### src/cbs_pkg.sv
// Package for the checksummed bank store: sizes, codes, the entry layout and
// the check byte functions. No dependencies; all other files but cbs_ram import it.
package cbs_pkg;

  // Store geometry.
  localparam int NUM_BANKS  = 8;
  localparam int DATA_BYTES = 8;
  localparam int WORD_BYTES = 8;
  localparam int BANK_W     = (NUM_BANKS > 1) ? $clog2(NUM_BANKS) : 1;
  localparam int CNT_W      = $clog2(NUM_BANKS + 1);
  localparam int ENTRY_W    = 8 * WORD_BYTES + 16;

  // Reset value of the read-only bank limit.
  localparam logic [3:0] RO_BANKS_RST = 4'd1;

  typedef enum logic [2:0] {
    ACT_RD_BANK = 3'd0,
    ACT_WR_BANK = 3'd1,
    ACT_ERASE   = 3'd2,
    ACT_RD_BYTE = 3'd3,
    ACT_WR_BYTE = 3'd4,
    ACT_SCAN    = 3'd5
  } action_t;

  typedef enum logic [1:0] {
    ST_OK        = 2'd0,
    ST_INVALID   = 2'd1,
    ST_READ_ONLY = 2'd2,
    ST_BAD_SUM   = 2'd3
  } status_t;

  typedef enum logic [1:0] {
    S_IDLE,
    S_READ,
    S_EXEC,
    S_SCAN
  } fsm_t;

  // One memory word: check pair (complement over sum) above the data bytes.
  typedef struct packed {
    logic [15:0]             pair;
    logic [8*WORD_BYTES-1:0] data;
  } entry_t;

  // Requests from the controller to the bank memory.
  typedef struct packed {
    logic              we;
    logic [BANK_W-1:0] waddr;
    entry_t            wdata;
    logic              re;
    logic [BANK_W-1:0] raddr;
  } mem_req_t;

  // An accepted input item held for the duration of its work.
  typedef struct packed {
    logic [2:0]              action;
    logic [7:0]              bank_num;
    logic [7:0]              byte_num;
    logic [8*WORD_BYTES-1:0] wr_data;
    logic [7:0]              byte_value;
  } item_t;

  // Modulo-256 sum of the data bytes.
  function automatic logic [7:0] byte_sum(input logic [8*WORD_BYTES-1:0] data);
    logic [7:0] s;
    s = '0;
    for (int i = 0; i < DATA_BYTES; i++) begin
      s = s + data[8*i +: 8];
    end
    return s;
  endfunction

  // A bank is good when both check bytes agree with its data.
  function automatic logic entry_good(input entry_t e);
    logic [7:0] s;
    s = byte_sum(e.data);
    return (e.pair == {~s, s});
  endfunction

  // Builds a stored word: bytes beyond the data width dropped, fresh pair.
  function automatic entry_t make_entry(input logic [8*WORD_BYTES-1:0] data);
    logic [8*WORD_BYTES-1:0] d;
    logic [7:0]              s;
    d = data;
    for (int i = 0; i < WORD_BYTES; i++) begin
      if (i >= DATA_BYTES) begin
        d[8*i +: 8] = '0;
      end
    end
    s = byte_sum(d);
    return '{pair: {~s, s}, data: d};
  endfunction

endpackage

### src/cbs_ifs.sv
// Valid/ready channel interfaces for the input items and the result items.
// Depends on cbs_pkg for the word width.
interface cbs_in_if;
  import cbs_pkg::*;
  logic                    valid;
  logic                    ready;
  logic [2:0]              action;
  logic [7:0]              bank_num;
  logic [7:0]              byte_num;
  logic [8*WORD_BYTES-1:0] wr_data;
  logic [7:0]              byte_value;

  modport source (output valid, action, bank_num, byte_num, wr_data, byte_value,
                  input ready);
  modport sink (input valid, action, bank_num, byte_num, wr_data, byte_value,
                output ready);
endinterface

interface cbs_out_if;
  import cbs_pkg::*;
  logic                    valid;
  logic                    ready;
  logic [1:0]              status;
  logic [8*WORD_BYTES-1:0] read_data;
  logic [7:0]              byte_data;
  logic [7:0]              bad_bank_mask;

  modport source (output valid, status, read_data, byte_data, bad_bank_mask,
                  input ready);
  modport sink (input valid, status, read_data, byte_data, bad_bank_mask,
                output ready);
endinterface

### src/cbs_ram.sv
// Generic single-clock RAM with one write port and one registered read port.
// No dependencies.
module cbs_ram #(
  parameter int WIDTH = 8,
  parameter int DEPTH = 8,
  localparam int AW   = (DEPTH > 1) ? $clog2(DEPTH) : 1
) (
  input  logic             clk,
  input  logic             we,
  input  logic [AW-1:0]    waddr,
  input  logic [WIDTH-1:0] wdata,
  input  logic             re,
  input  logic [AW-1:0]    raddr,
  output logic [WIDTH-1:0] rdata
);

  logic [WIDTH-1:0] mem_r [DEPTH];
  logic [WIDTH-1:0] rdata_r;

  // Write port.
  always_ff @(posedge clk) begin
    if (we) begin
      mem_r[waddr] <= wdata;
    end
  end

  // Registered read; the data holds while no read is issued.
  always_ff @(posedge clk) begin
    if (re) begin
      rdata_r <= mem_r[raddr];
    end
  end

  assign rdata = rdata_r;

endmodule

### src/cbs_core.sv
// Controller of the bank store: item sequencing, check byte verification,
// read-modify-write of the bank memory, the scan and the result register.
// Depends on cbs_pkg and the channel interfaces in cbs_ifs.
module cbs_core
  import cbs_pkg::*;
(
  input  logic            clk,
  input  logic            rst_n,
  input  logic [3:0]      ro_banks,
  cbs_in_if.sink          in_ch,
  cbs_out_if.source       out_ch,
  output mem_req_t        mem_req,
  input  entry_t          mem_rdata
);

  fsm_t                    state_r, state_nxt;
  item_t                   item_r;
  logic [NUM_BANKS-1:0]    vld_r, vld_nxt;
  logic                    rd_vld_r, rd_vld_nxt;
  logic [CNT_W-1:0]        cnt_r, cnt_nxt;
  logic                    iss_r, iss_nxt;
  logic [BANK_W-1:0]       chk_idx_r, chk_idx_nxt;
  logic [7:0]              mask_r, mask_nxt;
  logic                    out_valid_r, out_valid_nxt;
  logic [1:0]              status_r, status_nxt;
  logic [8*WORD_BYTES-1:0] rdata_r, rdata_nxt;
  logic [7:0]              bdata_r, bdata_nxt;
  logic [7:0]              obmask_r, obmask_nxt;
  logic                    load_out;

  logic                    accept;
  logic                    out_free;
  entry_t                  ent;
  logic                    good;
  logic                    bank_ok;
  logic                    byte_ok;
  logic                    ro_hit;
  logic [BANK_W-1:0]       bank_sel;
  logic [7:0]              byte_sel;
  logic [8*WORD_BYTES-1:0] byte_ins;

  assign in_ch.ready = (state_r == S_IDLE);
  assign accept      = in_ch.valid && in_ch.ready;
  assign out_free    = !out_valid_r || out_ch.ready;

  // Entries never written since reset read as all zeros.
  assign ent  = rd_vld_r ? mem_rdata : '0;
  assign good = entry_good(ent);

  // Argument checks on the held item.
  assign bank_ok  = (item_r.bank_num < 8'(NUM_BANKS));
  assign byte_ok  = (item_r.byte_num < 8'(DATA_BYTES));
  assign ro_hit   = (item_r.bank_num < {4'd0, ro_banks});
  assign bank_sel = item_r.bank_num[BANK_W-1:0];

  // Byte extract and byte insert on the bank just read.
  always_comb begin
    byte_sel = '0;
    byte_ins = ent.data;
    for (int i = 0; i < WORD_BYTES; i++) begin
      if (item_r.byte_num[2:0] == 3'(i)) begin
        byte_sel            = ent.data[8*i +: 8];
        byte_ins[8*i +: 8]  = item_r.byte_value;
      end
    end
  end

  // State register and control state.
  always_ff @(posedge clk) begin
    if (!rst_n) begin
      state_r     <= S_IDLE;
      vld_r       <= '0;
      rd_vld_r    <= 1'b0;
      cnt_r       <= '0;
      iss_r       <= 1'b0;
      out_valid_r <= 1'b0;
    end else begin
      state_r     <= state_nxt;
      vld_r       <= vld_nxt;
      rd_vld_r    <= rd_vld_nxt;
      cnt_r       <= cnt_nxt;
      iss_r       <= iss_nxt;
      out_valid_r <= out_valid_nxt;
    end
  end

  // Held item, scan mask and result payload.
  always_ff @(posedge clk) begin
    if (accept) begin
      item_r.action     <= in_ch.action;
      item_r.bank_num   <= in_ch.bank_num;
      item_r.byte_num   <= in_ch.byte_num;
      item_r.wr_data    <= in_ch.wr_data;
      item_r.byte_value <= in_ch.byte_value;
    end
    chk_idx_r <= chk_idx_nxt;
    mask_r    <= mask_nxt;
    if (load_out) begin
      status_r <= status_nxt;
      rdata_r  <= rdata_nxt;
      bdata_r  <= bdata_nxt;
      obmask_r <= obmask_nxt;
    end
  end

  // Next state, memory requests and results.
  always_comb begin
    state_nxt   = state_r;
    vld_nxt     = vld_r;
    rd_vld_nxt  = rd_vld_r;
    cnt_nxt     = cnt_r;
    iss_nxt     = 1'b0;
    chk_idx_nxt = chk_idx_r;
    mask_nxt    = mask_r;
    load_out    = 1'b0;
    status_nxt  = ST_OK;
    rdata_nxt   = '0;
    bdata_nxt   = '0;
    obmask_nxt  = '0;
    mem_req     = '0;

    unique case (state_r)
      S_IDLE: begin
        if (accept) begin
          mask_nxt = '0;
          cnt_nxt  = '0;
          if (in_ch.action == ACT_SCAN) begin
            state_nxt = S_SCAN;
          end else begin
            state_nxt = S_READ;
          end
        end
      end

      S_READ: begin
        if (bank_ok) begin
          mem_req.re    = 1'b1;
          mem_req.raddr = bank_sel;
          rd_vld_nxt    = vld_r[bank_sel];
        end
        state_nxt = S_EXEC;
      end

      S_EXEC: begin
        // Decide the result and any write-back of the bank.
        case (item_r.action)
          ACT_RD_BANK: begin
            if (!bank_ok) begin
              status_nxt = ST_INVALID;
            end else begin
              rdata_nxt = ent.data;
              if (!good) begin
                status_nxt = ST_BAD_SUM;
              end
            end
          end
          ACT_WR_BANK: begin
            if (ro_hit) begin
              status_nxt = ST_READ_ONLY;
            end else if (!bank_ok) begin
              status_nxt = ST_INVALID;
            end else begin
              mem_req.we    = 1'b1;
              mem_req.wdata = make_entry(item_r.wr_data);
            end
          end
          ACT_ERASE: begin
            if (!bank_ok) begin
              status_nxt = ST_INVALID;
            end else begin
              mem_req.we    = 1'b1;
              mem_req.wdata = make_entry('0);
            end
          end
          ACT_RD_BYTE: begin
            if (!byte_ok || !bank_ok) begin
              status_nxt = ST_INVALID;
            end else if (!good) begin
              status_nxt = ST_BAD_SUM;
            end else begin
              bdata_nxt = byte_sel;
            end
          end
          ACT_WR_BYTE: begin
            if (!byte_ok || !bank_ok) begin
              status_nxt = ST_INVALID;
            end else if (!good) begin
              status_nxt = ST_BAD_SUM;
            end else if (ro_hit) begin
              status_nxt = ST_READ_ONLY;
            end else begin
              mem_req.we    = 1'b1;
              mem_req.wdata = make_entry(byte_ins);
            end
          end
          default: begin
            status_nxt = ST_INVALID;
          end
        endcase
        mem_req.waddr = bank_sel;
        // Hold everything until the result register is free.
        if (out_free) begin
          load_out  = 1'b1;
          state_nxt = S_IDLE;
          if (mem_req.we) begin
            vld_nxt[bank_sel] = 1'b1;
          end
        end else begin
          mem_req.we = 1'b0;
        end
      end

      S_SCAN: begin
        // Issue one bank read a cycle and check the one read the cycle before.
        if (cnt_r < CNT_W'(NUM_BANKS)) begin
          mem_req.re    = 1'b1;
          mem_req.raddr = cnt_r[BANK_W-1:0];
          rd_vld_nxt    = vld_r[cnt_r[BANK_W-1:0]];
          iss_nxt       = 1'b1;
          chk_idx_nxt   = cnt_r[BANK_W-1:0];
          cnt_nxt       = cnt_r + CNT_W'(1);
        end
        if (iss_r) begin
          if (!good) begin
            mask_nxt[chk_idx_r] = 1'b1;
          end
        end else if (cnt_r == CNT_W'(NUM_BANKS)) begin
          obmask_nxt = mask_r;
          if (out_free) begin
            load_out  = 1'b1;
            state_nxt = S_IDLE;
          end
        end
      end

      default: begin
        state_nxt = S_IDLE;
      end
    endcase

    out_valid_nxt = load_out || (out_valid_r && !out_ch.ready);
  end

  assign out_ch.valid         = out_valid_r;
  assign out_ch.status        = status_r;
  assign out_ch.read_data     = rdata_r;
  assign out_ch.byte_data     = bdata_r;
  assign out_ch.bad_bank_mask = obmask_r;

  // The memory is never written and read in the same cycle.
  assert property (@(posedge clk) disable iff (!rst_n) !(mem_req.we && mem_req.re))
    else $error("bank memory written and read in the same cycle");

  // Writes happen only while an item is being evaluated.
  assert property (@(posedge clk) disable iff (!rst_n) mem_req.we |-> state_r == S_EXEC)
    else $error("bank memory written outside evaluation");

  // A written bank is marked valid from the next cycle on.
  assert property (@(posedge clk) disable iff (!rst_n)
    mem_req.we |=> vld_r[$past(mem_req.waddr)])
    else $error("written bank not marked valid");

  // The scan counter never runs past the bank count.
  assert property (@(posedge clk) disable iff (!rst_n)
    state_r == S_SCAN |-> cnt_r <= CNT_W'(NUM_BANKS))
    else $error("scan counter overran the bank count");

  // A result is loaded only when the result register can take it.
  assert property (@(posedge clk) disable iff (!rst_n)
    load_out |-> (!out_valid_r || out_ch.ready))
    else $error("result register overwritten before it was taken");

endmodule

### src/checksummed_bank_store_unit.sv
// Top level of the checksummed bank store: read-only limit register, bank
// memory and controller. Depends on cbs_pkg, cbs_ifs, cbs_ram and cbs_core.
//
// The store holds NUM_BANKS banks of eight data bytes, each with a byte sum
// and its complement, in one memory with a registered read. Every item gives
// exactly one result item. Bank and byte actions pass from the accepting
// cycle through the memory read to the evaluation with write-back, which
// loads the result. A scan reads one bank a cycle. A new item is taken once
// the previous one is evaluated, while its result may still wait in the
// output register; a held result stalls only the evaluation of the next item
// or the end of a scan. Never written banks read as zeros, so they fail their
// check until written or erased. The read-only limit resets to one and is
// written through cfg_we and cfg_data; the user must write it only while the
// block is idle, which the block itself does not enforce.
module checksummed_bank_store_unit
  import cbs_pkg::*;
(
  input  logic       clk,
  input  logic       rst_n,
  cbs_in_if.sink     in_ch,
  cbs_out_if.source  out_ch,
  input  logic       cfg_we,
  input  logic [3:0] cfg_data
);

  logic [3:0] ro_banks_r;
  mem_req_t   mem_req;
  entry_t     mem_rdata;

  // Read-only bank limit.
  always_ff @(posedge clk) begin
    if (!rst_n) begin
      ro_banks_r <= RO_BANKS_RST;
    end else if (cfg_we) begin
      ro_banks_r <= cfg_data;
    end
  end

  // Bank memory: data bytes and check pair in one word.
  cbs_ram #(
    .WIDTH (ENTRY_W),
    .DEPTH (NUM_BANKS)
  ) u_ram (
    .clk   (clk),
    .we    (mem_req.we),
    .waddr (mem_req.waddr),
    .wdata (mem_req.wdata),
    .re    (mem_req.re),
    .raddr (mem_req.raddr),
    .rdata (mem_rdata)
  );

  // Controller and result register.
  cbs_core u_core (
    .clk       (clk),
    .rst_n     (rst_n),
    .ro_banks  (ro_banks_r),
    .in_ch     (in_ch),
    .out_ch    (out_ch),
    .mem_req   (mem_req),
    .mem_rdata (mem_rdata)
  );

endmodule
### src/flat_wrapper.sv
// flat-port wrapper written by rule: the top's interface ports become plain ports
module checksummed_bank_store_unit_flat import cbs_pkg::*;
  (clk, rst_n, cfg_we, cfg_data, in_ch_valid, in_ch_action, in_ch_bank_num, in_ch_byte_num, in_ch_wr_data, in_ch_byte_value, in_ch_ready, out_ch_valid, out_ch_status, out_ch_read_data, out_ch_byte_data, out_ch_bad_bank_mask, out_ch_ready);
  cbs_in_if in_ch_i ();
  cbs_out_if out_ch_i ();
  input  logic clk;
  input  logic rst_n;
  input  logic cfg_we;
  input  logic [3:0] cfg_data;
  input wire logic [$bits(in_ch_i.valid)-1:0] in_ch_valid;
  input wire logic [$bits(in_ch_i.action)-1:0] in_ch_action;
  input wire logic [$bits(in_ch_i.bank_num)-1:0] in_ch_bank_num;
  input wire logic [$bits(in_ch_i.byte_num)-1:0] in_ch_byte_num;
  input wire logic [$bits(in_ch_i.wr_data)-1:0] in_ch_wr_data;
  input wire logic [$bits(in_ch_i.byte_value)-1:0] in_ch_byte_value;
  output wire logic [$bits(in_ch_i.ready)-1:0] in_ch_ready;
  output wire logic [$bits(out_ch_i.valid)-1:0] out_ch_valid;
  output wire logic [$bits(out_ch_i.status)-1:0] out_ch_status;
  output wire logic [$bits(out_ch_i.read_data)-1:0] out_ch_read_data;
  output wire logic [$bits(out_ch_i.byte_data)-1:0] out_ch_byte_data;
  output wire logic [$bits(out_ch_i.bad_bank_mask)-1:0] out_ch_bad_bank_mask;
  input wire logic [$bits(out_ch_i.ready)-1:0] out_ch_ready;
  assign in_ch_i.valid = in_ch_valid;
  assign in_ch_i.action = in_ch_action;
  assign in_ch_i.bank_num = in_ch_bank_num;
  assign in_ch_i.byte_num = in_ch_byte_num;
  assign in_ch_i.wr_data = in_ch_wr_data;
  assign in_ch_i.byte_value = in_ch_byte_value;
  assign in_ch_ready = in_ch_i.ready;
  assign out_ch_valid = out_ch_i.valid;
  assign out_ch_status = out_ch_i.status;
  assign out_ch_read_data = out_ch_i.read_data;
  assign out_ch_byte_data = out_ch_i.byte_data;
  assign out_ch_bad_bank_mask = out_ch_i.bad_bank_mask;
  assign out_ch_i.ready = out_ch_ready;
  checksummed_bank_store_unit u_core (.clk(clk), .rst_n(rst_n), .in_ch(in_ch_i), .out_ch(out_ch_i), .cfg_we(cfg_we), .cfg_data(cfg_data));
endmodule
### config.mk
export PLATFORM = sky130hd
export DESIGN_NAME = checksummed_bank_store_unit_flat
export DESIGN_NICKNAME = d
export VERILOG_FILES = /design/src/cbs_pkg.sv /design/src/cbs_ifs.sv /design/src/cbs_ram.sv /design/src/cbs_core.sv /design/src/checksummed_bank_store_unit.sv /design/src/flat_wrapper.sv
export SDC_FILE = /design/constraint.sdc
export NUM_CORES = 2
export LEC_CHECK = 0
export ABC_AREA = 1
export BUFFER_PORTS_ARGS = -buffer_cell sky130_fd_sc_hd__buf_2
export CAP_MARGIN = 20
export CORE_ASPECT_RATIO = 0.5
export CORE_MARGIN = 1.5
export CORE_UTILIZATION = 60
export CTS_CLUSTER_SIZE = 25
export DETAILED_ROUTE_END_ITERATION = 6
export GPL_TIMING_DRIVEN = 0
export PLACE_DENSITY_LB_ADDON = 0.3
export SYNTH_ARGS = -nofsm -noshare
export SYNTH_HDL_FRONTEND = slang
export SYNTH_SLANG_ARGS = --single-unit
### constraint.sdc
create_clock -name clk -period 9 [get_ports clk]
set_clock_uncertainty 0.2 [all_clocks]
set_input_delay 1.35 -clock clk [delete_from_list [all_inputs] [get_ports clk]]
set_output_delay 1.35 -clock clk [all_outputs]
set_load 0.005 [all_outputs]
; Yosys cells after proc, flatten, opt, wreduce, memory -nomap -nowiden
; Memories as Yosys holds them, arrays and structs flattened. A register that Yosys moved wholly into a read port is not among the register bits.
; Cells that the tools add are included.
[classes]
add_sub_neg = 22
multipliers = 0
div = 0
n_lt_le_gt_ge = 9
n_eq_ne = 24
n_shift = 0
muxes = 76
bitwise = 10
n_reduce_logical = 26
[ops]
columns = cell, n
row1 = 80-bit 2-to-1 mux, 7
row2 = 80-bit case mux with 3 select lines, 1
row3 = 8-bit adder, 21
row4 = 8-bit 2-to-1 mux, 19
row5 = 84-bit 2-to-1 mux, 1
row6 = 2-bit 2-to-1 mux, 12
row7 = 8-bit inverter, 3
row8 = 1-bit 2-to-1 mux, 20
row9 = "3-bit equality test, second input constant", 6
row10 = 16-bit equality test, 1
row11 = "8-bit by 4-bit < comparator with 1-bit output, second input constant", 2
row12 = 4-bit 2-to-1 mux, 4
row13 = 8-bit bitwise OR, 2
row14 = 4-bit case mux with 2 select lines, 2
row15 = 8-bit case mux with 2 select lines, 1
row16 = 3-bit AND reduction, 5
row17 = "3-bit by 2-bit equality test with 1-bit output, second input constant", 4
row18 = "3-bit by 4-bit < comparator with 1-bit output, second input constant", 3
row19 = "2-bit != test, second input constant", 6
row20 = 2-bit case mux with 5 select lines, 1
row21 = 8-bit by 4-bit < comparator with 1-bit output, 1
row22 = 2-bit case mux with 4 select lines, 1
row23 = 1-bit binary-select mux with 3-bit select, 2
row24 = 1-bit demux with 3-bit select, 2
row25 = 21 further kinds, 40
[totals]
ff_bits = 205
latch_bits = 0
ram_bits = 640
romBits = 0
wordCells = 186
mem_count = 1
[mem_list]
columns = memory, depth, word_bits, read_ports, rd_ports_with_merged_regs, wr, line
row1 = u_core.u_ram.mem_r, 8, 80, 1, 1, 1, cbs_ram.sv:17  ; logic [WIDTH-1:0] mem_r [DEPTH];

; Logic depth before layout (Yosys ltp)
[depth]
word_depth = 18
mapped_depth = 33

; Cells and area by module
; From an unflattened synthesis, not the netlist that was laid out.
[hier_totals]
hier_cells = 4432
area_unflattened_um2 = 44418.9
[modules_own_cells]
columns = module, instances, cells_per_inst, area_each_um2, seq_area_each_um2
row1 = cbs_ram, 1, 2863, 30312.8, 21620.7
row2 = cbs_core, 1, 1545, 13934.6, 5865.6
row3 = checksummed_bank_store_unit, 1, 24, 171.4, 80.1

; Least setup slack after synthesis
; No wires, ideal clock.
[synth_timing]
kind = input port to flip-flop
start = in out_ch_ready
end = reg u_core.u_core.obmask_r[0] (netlist: u_core.u_core.out_ch.bad_bank_mask[0]) (enable)
setup_time_ps = 647
arrival_time_ps = 7492
setup_slack_ps = 661
cell_stages = 2
n_path_buf = 0
path_cell_list = nor2_1 > a211oi_1
[synth_between]
elab_chain_cells = 5
[synth_lines]
columns = item, line
row1 = "start, declared", flat_wrapper.sv:22  ; input wire logic [$bits(out_ch_i.ready)-1:0] out_ch_ready;
row2 = 1-bit logical OR (*), cbs_core.sv:44  ; assign out_free = !out_valid_r || out_ch.ready;
row3 = 1-bit 2-to-1 mux (*), "cbs_core.sv:202, cbs_core.sv:229"
row4 = 1-bit 2-to-1 mux, cbs_core.sv:227  ; end else if (cnt_r == CNT_W'(NUM_BANKS)) begin
row5 = 1-bit 2-to-1 mux, cbs_core.sv:223  ; if (iss_r) begin
row6 = 1-bit case mux with 2 select lines (*), cbs_core.sv:122  ; unique case (state_r)
row7 = net u_core.u_core.load_out, cbs_core.sv:29  ; logic load_out;
row8 = "end signal, assigned", cbs_core.sv:102  ; obmask_r <= obmask_nxt;
row9 = "end, declared", cbs_core.sv:28  ; logic [7:0] obmask_r, obmask_nxt;
; The timed path passes the listed nets; every way through them passes the cells marked *.
; A chain may end at the register's enable or synchronous reset.

==> impl_results.rst <==
.. list-table::
   :header-rows: 1

   * - Metric
     - Value
   * - Result of the run
     - finished, violations left
   * - Violations in the final reports
     - max-slew violations
   * - Fraction of final layout cells sized beyond drive strength 1
     - 0.155
   * - Die width
     - 375 µm
   * - Combinational Power Share
     - 0.142
   * - Async set-or-reset flop fraction in the synthesized netlist
     - 0
   * - Number of placed I/O pins
     - 184
   * - Endpoint kind of the worst setup timing path
     - flip-flop
   * - Seq pwr share
     - 0.499
   * - Tmin final
     - 8.82 ns
   * - Number of nets produced by synthesis
     - 3617
   * - Maximum clock rate
     - 113 MHz
   * - Filler cell count in the final layout
     - 4665
   * - CTS Root Cell
     - sky130_fd_sc_hd__clkbuf_16
   * - Vias in the first global route
     - 27900
   * - Unrepaired setup endpoints after global routing
     - no
   * - Portion of the clock cycle consumed by the worst path in the final layout
     - 0.980
   * - Number of port buffers
     - 183
   * - Static leakage
     - 18.4 nW
   * - Relative max-transition margin
     - -0.00922
   * - Share of the core filled with cells in the final layout
     - 0.689
   * - Netlist area before placement
     - 41500 µm²
   * - Largest vdd supply drop
     - 0.168 mV
   * - Post-route DRC violation count
     - 0
   * - Cell area power density
     - 207 nW/µm²
   * - Drt total wl
     - 123000 µm
   * - Die Height
     - 189 µm
   * - Library cell appearing most often on the critical path
     - sky130_fd_sc_hd__nand2_1
   * - Max-Cap Viols
     - 0
   * - Finish-stage setup viols
     - 0
   * - First-pass GRT wire length
     - 179000 µm
   * - Antenna Diode Count
     - 0
   * - Clock tree from TritonCTS
     - yes
   * - Int Pwr
     - 7.16 mW
   * - R2r endpoint
     - u_core.u_ram.mem_r[0][39]
   * - Crit Reg-Reg Startpoint
     - u_core.u_core.rd_vld_r
   * - First DRT Iteration DRCs
     - 4216
   * - Number of levels in the clock H-tree
     - 3
   * - Multi-input logic area
     - 12200 µm²
   * - Hold Path End
     - u_core.ro_banks_r[0]
   * - Average detailed-routed wire length per instance
     - 26.6 µm
   * - Effective utilization at floorplan
     - 0.614
   * - Slowest cell on crit path
     - sky130_fd_sc_hd__a21oi_1
   * - Crit path buffers/inverters
     - 10
   * - Maximum buffer depth of the clock tree
     - 3
   * - Final Hold Viols
     - 0
   * - Setup slack, reg-to-reg
     - 0.18 ns
   * - Initial antenna violation count
     - 7
   * - Placeable Area
     - 67700 µm²
   * - Number of clock buffers inserted by TritonCTS
     - 79
   * - Clk network pwr share
     - 0.358
   * - Number of cells produced by synthesis
     - 3371
   * - Launching element type of the critical path
     - flip-flop
   * - Num rows
     - 67
   * - Area taken by flip-flops and latches
     - 27600 µm²
   * - Routability-driven placement congestion ratio
     - 1.02
   * - Sequential share of the synthesized area
     - 0.664
   * - Clock Sinks
     - 925
   * - Post-synth top flop
     - sky130_fd_sc_hd__edfxtp_1
   * - Gate family responsible for the most delay along the worst path
     - adder cells
   * - Synth-to-layout area growth
     - 12.3%
   * - Worst slack on hold paths
     - 0.267 ns
   * - Power dissipated by switching net loads
     - 2.50 mW
   * - Overall global routing resource usage
     - 0.351
   * - Path type of the worst min-delay path
     - flip-flop to flip-flop
   * - Worst EP arrival
     - 8.92 ns
   * - Net Sw Frac
     - 0.259
   * - Seq cells post-synth
     - 925
   * - Clock latency on the worst-skew pair
     - 0.68 ns
   * - Origin of the worst min-delay path
     - u_core.ro_banks_r[0]
   * - Count of different cell masters after synthesis
     - 47
   * - Max-slew violation count
     - 5
   * - Instance count along the most critical hold path
     - 2
   * - Count of yosys warnings during synthesis
     - 0
   * - Remaining global-route overflow
     - 0
   * - Depth of the worst register-to-register path
     - 29
   * - Per-instance average area after synthesis
     - 12.3 µm²
   * - Vias per cell
     - 6.17
   * - Number of enable-type register cells in the synthesized netlist
     - 904
   * - Critical path start-end classification
     - flip-flop to flip-flop
   * - Final Net Count
     - 3902
   * - Clock slew at reported path FFs
     - 0.07 ns
   * - DR vias
     - 28500
   * - Transition time of the tightest slew-check pin
     - 1.51 ns
   * - Highest net fanout along the worst path
     - 10
   * - Area of the die
     - 70900 µm²
   * - Count of TritonRoute iterations in the first routing pass
     - 6
   * - Post-DRT Antenna Nets
     - 0
   * - Estimated wirelength of the detail-placed design
     - 89500 µm
   * - Maximum number of pins on one net before global-route repair
     - 72
   * - Worst Path Required
     - 9.10 ns
   * - Delay contributed by the slowest stage of the critical path
     - 0.87 ns
## registers in the layout (all words and copies together), names as in the netlist, 3 cells and up
register	flops
u_core.u_core.cnt_r	4
u_core.u_core.out_ch.read_data	64
u_core.u_core.out_ch.bad_bank_mask	8
u_core.u_ram.mem_r	640
u_core.u_core.out_ch.byte_data	8
u_core.u_core.mask_r	8
u_core.u_core.vld_r	8
u_core.ro_banks_r	4
u_core.u_core.bank_sel	3
u_core.u_core.item_r	88
u_core.u_core.chk_idx_r	3
u_core.u_ram.rdata	80
## placed cells by master (no fill, tap or decap), types with 116 or more instances in the layout
master	count
sky130_fd_sc_hd__o21ai_0	171
sky130_fd_sc_hd__clkbuf_1	147
sky130_fd_sc_hd__nand2_1	319
sky130_fd_sc_hd__inv_1	256
sky130_fd_sc_hd__a21oi_1	116
sky130_fd_sc_hd__or2_2	168
sky130_fd_sc_hd__buf_2	209
sky130_fd_sc_hd__nor2_1	540
sky130_fd_sc_hd__edfxtp_1	904
sky130_fd_sc_hd__o211ai_1	163
sky130_fd_sc_hd__fa_1	116
## synth_stat cells (8+ instances only)
cell                        instances  area share
sky130_fd_sc_hd__clkbuf_1         135       0.012
sky130_fd_sc_hd__o31ai_1           81       0.015
sky130_fd_sc_hd__a21oi_1          118       0.014
sky130_fd_sc_hd__o21ai_0          171       0.021
sky130_fd_sc_hd__buf_2             26      0.0031
sky130_fd_sc_hd__nand2_1          319       0.029
sky130_fd_sc_hd__a31oi_1           93       0.014
sky130_fd_sc_hd__edfxtp_1         904        0.65
sky130_fd_sc_hd__xnor2_1           19      0.0040
sky130_fd_sc_hd__xor2_1            17      0.0036
sky130_fd_sc_hd__nor2_1           540       0.049
sky130_fd_sc_hd__dfxtp_1           21       0.010
sky130_fd_sc_hd__a211oi_1          10      0.0018
sky130_fd_sc_hd__nand3_1           71      0.0086
sky130_fd_sc_hd__o22ai_1            9      0.0014
sky130_fd_sc_hd__inv_2              8     0.00072
sky130_fd_sc_hd__nand2_2           14      0.0021
sky130_fd_sc_hd__ha_1              30      0.0090
sky130_fd_sc_hd__a2bb2oi_1          9      0.0019
sky130_fd_sc_hd__a21oi_2           10      0.0021
sky130_fd_sc_hd__or2_2            168       0.025
sky130_fd_sc_hd__o211ai_1         163       0.029
sky130_fd_sc_hd__nor3_1             8     0.00096
sky130_fd_sc_hd__inv_1            266       0.024
sky130_fd_sc_hd__nand4_1           11      0.0017
sky130_fd_sc_hd__fa_1             116       0.056
## power by group through the flow
stage	sequential, mW	combinational (mW)	clock [mW]
2_1_floorplan	4.90	0.856	0
3_3_place_gp	4.93	1.29	0
3_5_place_dp	4.91	1.34	0
4_1_cts	4.82	1.35	3.47
5_1_grt	4.83	1.52	3.63
6_report	4.82	1.37	3.46
## metrics by stage
stage                     power [mW]  instance area [µm²]  setup TNS (ns)  cells  setup slack (ns)
after floorplan                 5.76                41500               0   3371             0.661
after global placement          6.23                43600        -1389.26   4451             -3.00
after detailed placement        6.25                44000          -0.531   4471           -0.0299
after CTS                       9.64                46600               0   4617             0.324
after global routing            9.98                46600               0   4618             0.164
final                           9.65                46600               0   4618             0.184
## final cells by class
class	instances	area share
Multi-Input combinational cell	1995	0.261
Inverter	275	0.0228
Tap cell	897	0.0241
Buffer	176	0.0165
Timing Repair Buffer	204	0.0288
Clock inverter	51	0.0106
Sequential cell	925	0.591
Clock buffer	95	0.0448
## worst register-to-register path, delay by kind of cell (launching register included)
kind                       cells  cell delay, ns
AOI/OAI and AO/OA              1            0.87
xor gates and xnor gates       1            0.45
adders and majority gates      6            2.74
buffers and inverters         10            2.06
DFF                            1            0.56
and+or+nand+nor               11            1.54
## cells by family after synthesis
logic type,synth area share
compound gates,0.102
flops,0.664
fa+ha+maj,0.0650
xor+xnor,0.00759
buf+inv,0.0432
simple gates,0.119
## metal layers
layer	track usage	vias up	part of all wire
met5	0	-	0.00020
met4	0.147	4	0.044
met3	0.0893	292	0.12
met2	0.532	1760	0.44
met1	0.491	14000	0.39
li1	-	12500	-
## timing repair
action                     in CTS  in global routing
cloned                          0                  0
setup buffers                   0                  0
hold buffers                    0                  0
resized for setup               3                  5
setup endpoints to repair      96                261
## worst max-delay path by stage
stage	cells after the start	slack, ns	endpoint	startpoint
floorplan	2	0.66	u_core.u_core.out_ch.bad_bank_mask[0]	out_ch_ready
global placement	3	-3.00	u_core.u_core.out_ch.read_data[43]	out_ch_ready
detailed placement	29	-0.03	u_core.u_ram.mem_r[3][48]	u_core.u_core.rd_vld_r
CTS	28	0.32	u_core.u_ram.mem_r[1][12]	u_core.u_core.rd_vld_r
global route	28	0.16	u_core.u_ram.mem_r[3][12]	u_core.u_core.rd_vld_r
finish	29	0.18	u_core.u_ram.mem_r[0][39]	u_core.u_core.rd_vld_r
Power figures use the tool's default switching activity.
